--- src/design/cads_pkg.sv ---
// shared types, constants and constant tables for the arcade drive shaper
`default_nettype none

package cads_pkg;

	localparam int FRAC_BITS_DEF = 14;
	localparam int CFG_IDX_W     = 3;
	localparam int CFG_DATA_W    = 16;
	localparam int STREAM_W      = 16;

	// register indexes on the config port
	localparam logic [CFG_IDX_W-1:0] REG_STICK_DB   = 3'd0;
	localparam logic [CFG_IDX_W-1:0] REG_MOVE_DB    = 3'd1;
	localparam logic [CFG_IDX_W-1:0] REG_SLEW_RISE  = 3'd2;
	localparam logic [CFG_IDX_W-1:0] REG_SLEW_FALL  = 3'd3;
	localparam logic [CFG_IDX_W-1:0] REG_INERTIA_G  = 3'd4;
	localparam logic [CFG_IDX_W-1:0] REG_TURN_SENS  = 3'd5;

	localparam logic [6:0]  RST_STICK_DB  = 7'd5;
	localparam logic [14:0] RST_MOVE_DB   = 15'd492;
	localparam logic [15:0] RST_SLEW_RISE = 16'd819;
	localparam logic [15:0] RST_SLEW_FALL = 16'd1638;
	localparam logic [15:0] RST_INERTIA_G = 16'd40960;
	localparam logic [15:0] RST_TURN_SENS = 16'd19661;

	typedef struct packed {
		logic [6:0]  stick_db;
		logic [14:0] move_db;
		logic [15:0] slew_rise;
		logic [15:0] slew_fall;
		logic [15:0] inertia_gain;
		logic [15:0] turn_sens;
	} cfg_t;

	// double-sine turn remap, kept in q30 so any fraction width can cut it
	localparam logic [63:0] Q30_ONE = 64'd1 << 30;
	localparam logic [63:0] NL_Q30  = 64'd697932186;
	localparam logic [63:0] SIN_C0  = 64'd1686629713;
	localparam logic [63:0] SIN_C1  = 64'd693598667;
	localparam logic [63:0] SIN_C2  = 64'd85569305;
	localparam logic [63:0] SIN_C3  = 64'd5026995;
	localparam logic [63:0] SIN_C4  = 64'd172271;

	function automatic logic [63:0] sin_q30(input logic [63:0] u);
		logic [63:0] u2;
		logic [63:0] p;
		u2 = (u * u) >> 30;
		p = SIN_C4;
		p = SIN_C3 - ((p * u2) >> 30);
		p = SIN_C2 - ((p * u2) >> 30);
		p = SIN_C1 - ((p * u2) >> 30);
		p = SIN_C0 - ((p * u2) >> 30);
		return (p * u) >> 30;
	endfunction

	localparam logic [63:0] SIN_NL = sin_q30(NL_Q30);

	localparam int REMAP_DEPTH = 128;
	typedef logic [30:0] remap_rom_t [REMAP_DEPTH];

	function automatic remap_rom_t build_remap();
		remap_rom_t  t;
		logic [63:0] x;
		logic [63:0] f;
		logic [63:0] g;
		for (int m = 0; m < REMAP_DEPTH; m++) begin
			x = (64'(m) << 30) / 127;
			f = (sin_q30((NL_Q30 * x) >> 30) << 30) / SIN_NL;
			if (f > Q30_ONE)
				f = Q30_ONE;
			g = (sin_q30((NL_Q30 * f) >> 30) << 30) / SIN_NL;
			if (g > Q30_ONE)
				g = Q30_ONE;
			t[m] = g[30:0];
		end
		return t;
	endfunction

	localparam remap_rom_t REMAP_ROM = build_remap();

	// stick magnitude to fixed point, m * 2^fb / 127
	localparam int TOQ_W     = 21;
	localparam int TOQ_DEPTH = 129;
	typedef logic [TOQ_W-1:0] toq_tab_t [TOQ_DEPTH];

	function automatic toq_tab_t build_toq(input int fb);
		toq_tab_t    t;
		logic [63:0] v;
		for (int m = 0; m < TOQ_DEPTH; m++) begin
			v = (64'(m) << fb) / 127;
			t[m] = v[TOQ_W-1:0];
		end
		return t;
	endfunction

endpackage

`default_nettype wire

--- src/design/cheesy_arcade_drive_shaper.sv ---
// arcade drive shaper top level: sequencer and datapath around one shared multiplier
//
//  channel | dir | handshake          | payload
//  --------+-----+--------------------+------------------------------------------
//  s       | in  | s_tvalid/s_tready  | s_tdata: raw_throttle, raw_turn
//  m       | out | m_tvalid/m_tready  | m_tdata: forward_power, turn_power
//  cfg     | in  | cfg_valid/cfg_ready| cfg_index, cfg_data
//
// an item steps through load, slew, gain, sum, addrs, mul1, mul2 and fin after acceptance
// (load, tip and fin in turn-in-place), the sequencer stepping up to three products
// through the one multiplier; s_tready is high only while the sequencer is idle,
// so a new item is taken only once the previous one is through
// the result sits in an output register; a stalled m side holds only the final step
// reset clears config to defaults and the throttle, turn and inertia history to zero
`default_nettype none

module cheesy_arcade_drive_shaper #(
	parameter int FRAC_BITS = cads_pkg::FRAC_BITS_DEF
) (
	input  wire logic                             clk,
	input  wire logic                             arst_n,
	input  wire logic                             s_tvalid,
	output logic                                  s_tready,
	input  wire logic [cads_pkg::STREAM_W-1:0]    s_tdata,   // raw_throttle[7:0], raw_turn[15:8]
	output logic                                  m_tvalid,
	input  wire logic                             m_tready,
	output logic [cads_pkg::STREAM_W-1:0]         m_tdata,   // forward_power[7:0], turn_power[15:8]
	input  wire logic                             cfg_valid,
	output logic                                  cfg_ready,
	input  wire logic [cads_pkg::CFG_IDX_W-1:0]   cfg_index,
	input  wire logic [cads_pkg::CFG_DATA_W-1:0]  cfg_data
);

	localparam int FB1 = FRAC_BITS + 1;
	localparam int QW  = FRAC_BITS + 2;
	localparam int QW1 = QW + 1;
	localparam int IW  = FRAC_BITS + 6;
	localparam int DW  = (FRAC_BITS + 9 > 25) ? FRAC_BITS + 9 : 25;
	localparam int MW  = (FRAC_BITS + 1 > 16) ? FRAC_BITS + 1 : 16;
	localparam int CW  = (FRAC_BITS + 1 > 15) ? FRAC_BITS + 1 : 15;
	localparam int SW  = (QW1 > 17) ? QW1 + 1 : 18;
	localparam int PW8 = FRAC_BITS + 8;

	localparam cads_pkg::toq_tab_t TOQ_TAB = cads_pkg::build_toq(FRAC_BITS);

	localparam logic signed [DW-1:0] ONE_D  = DW'(64'd1 << FRAC_BITS);
	localparam logic signed [DW-1:0] IMAX_D = DW'((64'd1 << (FRAC_BITS + 5)) - 64'd1);
	localparam logic [FB1-1:0]       HALF   = FB1'(64'd1 << (FRAC_BITS - 1));

	typedef enum logic [3:0] {
		ST_IDLE, ST_LOAD, ST_TIP, ST_SLEW, ST_GAIN, ST_SUM, ST_ADDRS, ST_MUL1, ST_MUL2, ST_FIN
	} state_t;

	state_t               state_q;
	cads_pkg::cfg_t       cfg;

	// history
	logic signed [QW-1:0] last_turn_q;
	logic signed [QW-1:0] last_thr_q;
	logic signed [IW-1:0] inertia_q;
	logic                 m_tvalid_q;
	logic [15:0]          m_tdata_q;

	// per-item working registers
	logic signed [7:0]    rt_q;
	logic signed [7:0]    rw_q;
	logic signed [QW-1:0] thr_q;
	logic signed [QW-1:0] trn_q;
	logic signed [QW-1:0] rm_q;
	logic [FB1-1:0]       rm_mag_q;
	logic                 tip_q;
	logic signed [QW-1:0] lin_q;
	logic signed [QW1-1:0] diff_q;
	logic signed [IW-1:0] sum_q;
	logic [FB1-1:0]       speed_q;
	logic signed [DW-1:0] rs_q;

	// load step
	logic [7:0]           rt_mag;
	logic [7:0]           rw_mag;
	logic [7:0]           rt_eff;
	logic [7:0]           rw_eff;
	logic [FB1-1:0]       thr_mag;
	logic [FB1-1:0]       trn_mag;
	logic [6:0]           remap_idx;
	logic [30:0]          remap_q30;
	logic [FB1-1:0]       rm_mag;
	logic                 tip;

	// slew step
	logic signed [SW-1:0] delta;
	logic signed [SW-1:0] rise_s;
	logic signed [SW-1:0] fall_s;
	logic signed [SW-1:0] lin_w;
	logic signed [QW-1:0] lin_mag_s;

	// sum step
	logic signed [DW-1:0] sum_w;
	logic signed [DW-1:0] sum_d;
	logic signed [DW-1:0] decayed;

	// shared multiplier
	logic                 mul_en;
	logic signed [DW-1:0] mul_a;
	logic [MW-1:0]        mul_b;
	logic signed [DW-1:0] prod;

	logic signed [DW-1:0] fwd_d;
	logic [7:0]           fwd_pwr;
	logic [7:0]           turn_pwr;
	logic                 out_free;

	cads_cfg_regs u_cfg (
		.clk       (clk),
		.arst_n    (arst_n),
		.cfg_valid (cfg_valid),
		.cfg_ready (cfg_ready),
		.cfg_index (cfg_index),
		.cfg_data  (cfg_data),
		.cfg       (cfg)
	);

	cads_mul #(
		.FRAC_BITS (FRAC_BITS),
		.DW        (DW),
		.MW        (MW)
	) u_mul (
		.clk  (clk),
		.en   (mul_en),
		.a    (mul_a),
		.b    (mul_b),
		.prod (prod)
	);

	function automatic logic [7:0] to_power(input logic signed [DW-1:0] v);
		logic signed [DW-1:0] c;
		logic [FB1-1:0]       m;
		logic [PW8-1:0]       p;
		logic [6:0]           pw;
		c  = (v > ONE_D) ? ONE_D : ((v < -ONE_D) ? -ONE_D : v);
		m  = c[DW-1] ? FB1'(-c) : FB1'(c);
		p  = (PW8'(m) << 7) - PW8'(m);
		pw = p[FRAC_BITS +: 7];
		return c[DW-1] ? 8'(-{1'b0, pw}) : {1'b0, pw};
	endfunction

	assign s_tready = (state_q == ST_IDLE);
	assign m_tvalid = m_tvalid_q;
	assign m_tdata  = m_tdata_q;
	assign out_free = !m_tvalid_q || m_tready;

	// deadband, fixed-point scaling, remap and mode pick
	always_comb begin
		rt_mag    = rt_q[7] ? 8'(-rt_q) : 8'(rt_q);
		rw_mag    = rw_q[7] ? 8'(-rw_q) : 8'(rw_q);
		rt_eff    = (rt_mag < {1'b0, cfg.stick_db}) ? 8'd0 : rt_mag;
		rw_eff    = (rw_mag < {1'b0, cfg.stick_db}) ? 8'd0 : rw_mag;
		thr_mag   = FB1'(TOQ_TAB[rt_eff]);
		trn_mag   = FB1'(TOQ_TAB[rw_eff]);
		remap_idx = rw_eff[7] ? 7'd127 : rw_eff[6:0];
		remap_q30 = cads_pkg::REMAP_ROM[remap_idx];
		rm_mag    = remap_q30[30 -: FB1];
		tip       = (CW'(thr_mag) < CW'(cfg.move_db)) && (CW'(trn_mag) > CW'(cfg.move_db));
	end

	// throttle slew limit
	always_comb begin
		delta  = SW'(thr_q) - SW'(last_thr_q);
		rise_s = signed'(SW'(cfg.slew_rise));
		fall_s = signed'(SW'(cfg.slew_fall));
		if (delta > rise_s)
			lin_w = SW'(last_thr_q) + rise_s;
		else if (delta < -fall_s)
			lin_w = SW'(last_thr_q) - fall_s;
		else
			lin_w = SW'(thr_q);
		lin_mag_s = lin_q[QW-1] ? -lin_q : lin_q;
	end

	// inertia accumulate with saturation, then decay toward zero
	always_comb begin
		sum_w = DW'(inertia_q) + prod;
		if (sum_w > IMAX_D)
			sum_d = IMAX_D;
		else if (sum_w < -IMAX_D)
			sum_d = -IMAX_D;
		else
			sum_d = sum_w;
		if (DW'(sum_q) > ONE_D)
			decayed = DW'(sum_q) - ONE_D;
		else if (DW'(sum_q) < -ONE_D)
			decayed = DW'(sum_q) + ONE_D;
		else
			decayed = '0;
	end

	// operand select for the shared multiplier
	always_comb begin
		mul_en = 1'b0;
		mul_a  = '0;
		mul_b  = '0;
		case (state_q)
			ST_TIP: begin
				mul_en = 1'b1;
				mul_a  = DW'(rm_q);
				mul_b  = MW'(rm_mag_q);
			end
			ST_GAIN: begin
				mul_en = 1'b1;
				mul_a  = DW'(diff_q);
				mul_b  = MW'(cfg.inertia_gain);
			end
			ST_MUL1: begin
				mul_en = 1'b1;
				mul_a  = rs_q;
				mul_b  = MW'(speed_q);
			end
			ST_MUL2: begin
				mul_en = 1'b1;
				mul_a  = prod;
				mul_b  = MW'(cfg.turn_sens);
			end
			default: ;
		endcase
	end

	always_comb begin
		fwd_d    = tip_q ? '0 : DW'(lin_q);
		fwd_pwr  = to_power(fwd_d);
		turn_pwr = to_power(prod);
	end

	// working registers, no reset needed
	always_ff @(posedge clk) begin
		case (state_q)
			ST_IDLE: begin
				if (s_tvalid) begin
					rt_q <= s_tdata[7:0];
					rw_q <= s_tdata[15:8];
				end
			end
			ST_LOAD: begin
				thr_q    <= rt_q[7] ? -signed'(QW'(thr_mag)) : signed'(QW'(thr_mag));
				trn_q    <= rw_q[7] ? -signed'(QW'(trn_mag)) : signed'(QW'(trn_mag));
				rm_q     <= (rw_q[7] && rw_eff != 8'd0) ?
				            -signed'(QW'(rm_mag)) : signed'(QW'(rm_mag));
				rm_mag_q <= rm_mag;
				tip_q    <= tip;
			end
			ST_SLEW: begin
				lin_q  <= QW'(lin_w);
				diff_q <= QW1'(trn_q) - QW1'(last_turn_q);
			end
			ST_SUM: begin
				sum_q   <= IW'(sum_d);
				speed_q <= (FB1'(lin_mag_s) < HALF) ? HALF : FB1'(lin_mag_s);
			end
			ST_ADDRS: begin
				rs_q <= DW'(rm_q) + DW'(sum_q);
			end
			default: ;
		endcase
	end

	// sequencer, history and output register
	always_ff @(posedge clk or negedge arst_n) begin
		if (!arst_n) begin
			state_q     <= ST_IDLE;
			last_turn_q <= '0;
			last_thr_q  <= '0;
			inertia_q   <= '0;
			m_tvalid_q  <= 1'b0;
			m_tdata_q   <= '0;
		end else begin
			// the final step sets valid itself when the old result leaves
			if (m_tvalid_q && m_tready && state_q != ST_FIN)
				m_tvalid_q <= 1'b0;
			case (state_q)
				ST_IDLE: begin
					if (s_tvalid)
						state_q <= ST_LOAD;
				end
				ST_LOAD:  state_q <= tip ? ST_TIP : ST_SLEW;
				ST_TIP:   state_q <= ST_FIN;
				ST_SLEW:  state_q <= ST_GAIN;
				ST_GAIN:  state_q <= ST_SUM;
				ST_SUM:   state_q <= ST_ADDRS;
				ST_ADDRS: begin
					inertia_q <= IW'(decayed);
					state_q   <= ST_MUL1;
				end
				ST_MUL1:  state_q <= ST_MUL2;
				ST_MUL2:  state_q <= ST_FIN;
				ST_FIN: begin
					// wait here while the previous result is still unread
					if (out_free) begin
						m_tvalid_q  <= 1'b1;
						m_tdata_q   <= {turn_pwr, fwd_pwr};
						last_turn_q <= trn_q;
						last_thr_q  <= tip_q ? '0 : lin_q;
						state_q     <= ST_IDLE;
					end
				end
				default: state_q <= ST_IDLE;
			endcase
		end
	end

endmodule

`default_nettype wire

--- src/design/cads_cfg_regs.sv ---
// configuration register file written over the config port
`default_nettype none

module cads_cfg_regs (
	input  wire logic                              clk,
	input  wire logic                              arst_n,
	input  wire logic                              cfg_valid,
	output logic                                   cfg_ready,
	input  wire logic [cads_pkg::CFG_IDX_W-1:0]    cfg_index,
	input  wire logic [cads_pkg::CFG_DATA_W-1:0]   cfg_data,
	output cads_pkg::cfg_t                         cfg
);

	cads_pkg::cfg_t cfg_q;

	assign cfg_ready = 1'b1;
	assign cfg       = cfg_q;

	always_ff @(posedge clk or negedge arst_n) begin
		if (!arst_n) begin
			cfg_q.stick_db     <= cads_pkg::RST_STICK_DB;
			cfg_q.move_db      <= cads_pkg::RST_MOVE_DB;
			cfg_q.slew_rise    <= cads_pkg::RST_SLEW_RISE;
			cfg_q.slew_fall    <= cads_pkg::RST_SLEW_FALL;
			cfg_q.inertia_gain <= cads_pkg::RST_INERTIA_G;
			cfg_q.turn_sens    <= cads_pkg::RST_TURN_SENS;
		end else if (cfg_valid && cfg_ready) begin
			case (cfg_index)
				cads_pkg::REG_STICK_DB:  cfg_q.stick_db     <= cfg_data[6:0];
				cads_pkg::REG_MOVE_DB:   cfg_q.move_db      <= cfg_data[14:0];
				cads_pkg::REG_SLEW_RISE: cfg_q.slew_rise    <= cfg_data;
				cads_pkg::REG_SLEW_FALL: cfg_q.slew_fall    <= cfg_data;
				cads_pkg::REG_INERTIA_G: cfg_q.inertia_gain <= cfg_data;
				cads_pkg::REG_TURN_SENS: cfg_q.turn_sens    <= cfg_data;
				default: ;
			endcase
		end
	end

endmodule

`default_nettype wire

--- src/design/cads_mul.sv ---
// shared signed-by-unsigned fixed-point multiplier with registered product
`default_nettype none

module cads_mul #(
	parameter int FRAC_BITS = cads_pkg::FRAC_BITS_DEF,
	parameter int DW        = 25,
	parameter int MW        = 16
) (
	input  wire logic                 clk,
	input  wire logic                 en,
	input  wire logic signed [DW-1:0] a,
	input  wire logic [MW-1:0]        b,
	output logic signed [DW-1:0]      prod
);

	localparam int PW = DW + MW;

	logic [DW-1:0]        a_mag;
	logic [PW-1:0]        full;
	logic [DW-1:0]        r;
	logic signed [DW-1:0] prod_q;

	// magnitudes multiply, sign comes back after the truncating shift
	always_comb begin
		a_mag = a[DW-1] ? DW'(-a) : DW'(a);
		full  = PW'(a_mag) * PW'(b);
		r     = full[FRAC_BITS +: DW];
	end

	always_ff @(posedge clk) begin
		if (en)
			prod_q <= a[DW-1] ? signed'(-r) : signed'(r);
	end

	assign prod = prod_q;

endmodule

`default_nettype wire

--- config.mk ---
export PLATFORM = sky130hd
export DESIGN_NAME = cheesy_arcade_drive_shaper
export DESIGN_NICKNAME = d
export VERILOG_FILES = /design/src/design/cads_pkg.sv /design/src/design/cheesy_arcade_drive_shaper.sv /design/src/design/cads_cfg_regs.sv /design/src/design/cads_mul.sv
export SDC_FILE = /design/constraint.sdc
export NUM_CORES = 2
export LEC_CHECK = 0
export BUFFER_PORTS_ARGS = -buffer_cell sky130_fd_sc_hd__buf_2
export CAP_MARGIN = 20
export CORE_MARGIN = 3
export CORE_UTILIZATION = 60
export CTS_CLUSTER_SIZE = 28
export DETAILED_ROUTE_END_ITERATION = 16
export PLACE_DENSITY_LB_ADDON = 0.2
export SLEW_MARGIN = 10
export SYNTH_ARGS = -nofsm -noshare
export SYNTH_HDL_FRONTEND = slang
export SYNTH_HIERARCHICAL = 1
export SYNTH_SLANG_ARGS = --single-unit
export TNS_END_PERCENT = 5
--- constraint.sdc ---
create_clock -name clk -period 15 [get_ports clk]
set_input_delay 0.75 -clock clk [delete_from_list [all_inputs] [get_ports clk]]
set_output_delay 0.75 -clock clk [all_outputs]
set_load 0.005 [all_outputs]
==> metrics <==
status=completed; post-route setup slack=3782 ps; slew at the pin with the worst max-slew slack=1127 ps; clock latency reported for the late side of the worst-skew pair=570 ps; crit path capture type=flip-flop; area used by multi-input combinational logic=29200 um^2; Tot GR Track Use=about a third; final count of negative-setup-slack endpoints=0; setup slack at placement=3920 ps; syn nets=5400; fill cell total of the finished layout=5796; Register-to-Register Path Depth=36; critical path class=reg2reg; data required time at the worst endpoint=between 15000 and 20000 ps; post-cts gate resize count=0; largest net degree at the start of global routing=64; buffers inserted by post-CTS timing repair=0; total wire length=123.7 mm; maximum clock frequency=89.14 MHz; total die area=73230 um^2; post-cts hold buffer count=0; Area Overhead vs Synth=5.840%; critical path arrival=11530 ps; RSZ-0062 raised after global routing=false; count of yosys warnings during synthesis=6; antenna violations before repair=1; DRC violations left=0; total count of hold-check failures in the final report=0; CP most frequent cell=fa_1; clock tree root buffer cell=clkbuf_16; overflow left after global routing=0; post-synthesis instance area=42010 um^2; area taken by flip-flops and latches=9812 um^2; DRT iter0 DRCs=approximately 3.3k; top cells by area, synth=fa_1, edfxtp_1, ha_1; post-DR vias/cell=6.300; via count of the first global-routing pass=~35k; number of slew-limit violations in the final report=0; Cell variety after synth=roughly 130; Avg WL per Cell=22.07 um; Critical R2R Launch=state_q[3]; final sum of negative setup slack=0 ps; cell type with the highest aggregate area in the netlist=fa_1; relative slew slack=24.03%; most repeated cell in the gate-level netlist after synthesis=nand2_1; number of I/O port buffers=57; die outline width=270.6 um; fraction of registers with async set/reset=45.17%; final standard cell area without fillers=44470 um^2; height of the die=270.6 um; per-instance average area after synthesis=8.941 um^2; total clock buffers created by CTS=38; Max Root-Sink Buffers=3; TritonCTS clock tree=done; sum of net half-perimeters after detailed placement=92.51 mm; biggest cell delay along the critical path=650 ps; proportion of layout cells with a drive suffix above 1=under 10%; total core area=between 60000 and 70000 um^2; top cell types by occurrence after synthesis=nand2_1, inv_1, ha_1; first-pass GRT wire length=195.5 mm; iteration count of the initial detailed-routing pass=7; Worst-path clk slew=about 70 ps; Clock Sink Count=about 350; minimum period implied by the final worst setup slack=11220 ps; worst-path cell with the longest stage delay=dfrtp_1; Post-DRT Antenna Nets=0; type of the worst min-delay path=in2async; number of vias in the routed layout=35.31k; Synth top area share=15.58%; flip-flop cell with the highest count after synthesis=edfxtp_1; routability cong.=0.9730; worst reg-to-reg setup slack=about 3800 ps; Post-layout nets=5344; part of the Yosys area used for sequential elements=a little under a quarter; placed instance count=approximately 5.5k; Worst Setup Start Kind=flip-flop; worst setup skew after layout=31.32 ps; synthesized flop and latch total=about 350; number of flops mapped to enable cells by yosys=~190; initial core utilization=60.93%; # H-tree levels=2; count of maximum capacitance violations=0; capture instance of the worst register-to-register path=u_mul/prod[21]; portion of the clock cycle consumed by the worst path in the final layout=74.79%; largest fanout on the critical path=33; number of ports placed on the die boundary=59; post-placement cell area=roughly 43000 um^2; instance count of the mapped netlist=4699; number of placement rows=96; Worst setup startpoint=state_q[3]; non-filler instance count after layout=5604
## placed cells by master, fill, tap and decap left out, types with 66 or more instances in the layout
cell type	count
xor2_1	66
nor3_1	92
buf_4	77
and2_1	181
edfxtp_1	193
mux2_2	77
nand2_1	546
inv_1	540
ha_1	334
xnor2_1	169
fa_1	327
o21ai_0	195
a22oi_1	76
dfrtp_1	129
nand3_1	81
a21oi_1	209
nor2_1	235
## metrics by stage
step	hold WS (ps)	utilization, %
final	107.8	64.49
after global routing	130.9	64.49
after CTS	100.2	64.45
after detailed placement	478.0	62.54
after global placement	463.0	62.52
after floorplan	454.4	-
## cell families after synthesis
family	after synthesis	share of synthesized area [%]
other cells	1	0.008926
fa+ha+maj	663	25.58
mux	145	4.056
simple gates	1496	17.87
xor+xnor	242	5.099
flops	352	23.36
compound gates	1022	16.67
buf+inv	778	7.359
## worst max-delay path: cells and delay by family (launching register included)
| family | cells | cell delay (ps) |
|---|---|---|
| AO/OA/AOI/OAI | 8 | 2240 |
| flip-flops | 1 | 650 |
| adder cells (fa/ha/maj) | 8 | 3730 |
| buffers and inverters | 7 | 910 |
| XOR/XNOR | 1 | 120 |
| AND/OR/NAND/NOR | 12 | 3290 |
## routing by layer
| metal | up-vias | wire (um) | GRT usage [%] |
|---|---|---|---|
| li1 | 16214 | - | - |
| met1 | 17079 | 49560 | 42.84 |
| met2 | 1614 | 58460 | 56.62 |
| met3 | 399 | 9344 | 5.419 |
| met4 | 0 | 6324 | 14.28 |
| met5 | - | 0 | 0 |
## area by class of cell
type | count | share of cell area (%)
Antenna cell | 2 | 0.01126
Clock inverter | 20 | 0.6162
Timing Repair Buffer | 136 | 2.051
Sequential cell | 352 | 22.07
Multi-Input combinational cell | 3569 | 65.68
Tap cell | 931 | 2.620
Clock buffer | 48 | 2.341
Inverter | 546 | 4.615
## registers in the layout (all words and copies together), names as in the netlist, 16 cells and up
signal,count
diff_q,17
inertia_q,20
last_thr_q,16
last_turn_q,16
lin_q,16
m_tdata,16
rm_q,16
rs_q,21
sum_q,20
thr_q,16
trn_q,16
u_cfg/cfg,86
u_mul/prod,25
## how the worst max path moves through the flow
stage,endpoint,slack (ps)
final,u_mul/prod[21],3780
after global routing,u_mul/prod[21],3130
after CTS,u_mul/prod[21],3900
after detailed placement,u_mul/prod[21],3920
after global placement,u_mul/prod[21],4220
after floorplan,u_mul/prod[21],5280
Power is left out: the tool's default activity adds up to more than one toggle a clock period on the data nets, which glitch-free logic cannot reach.
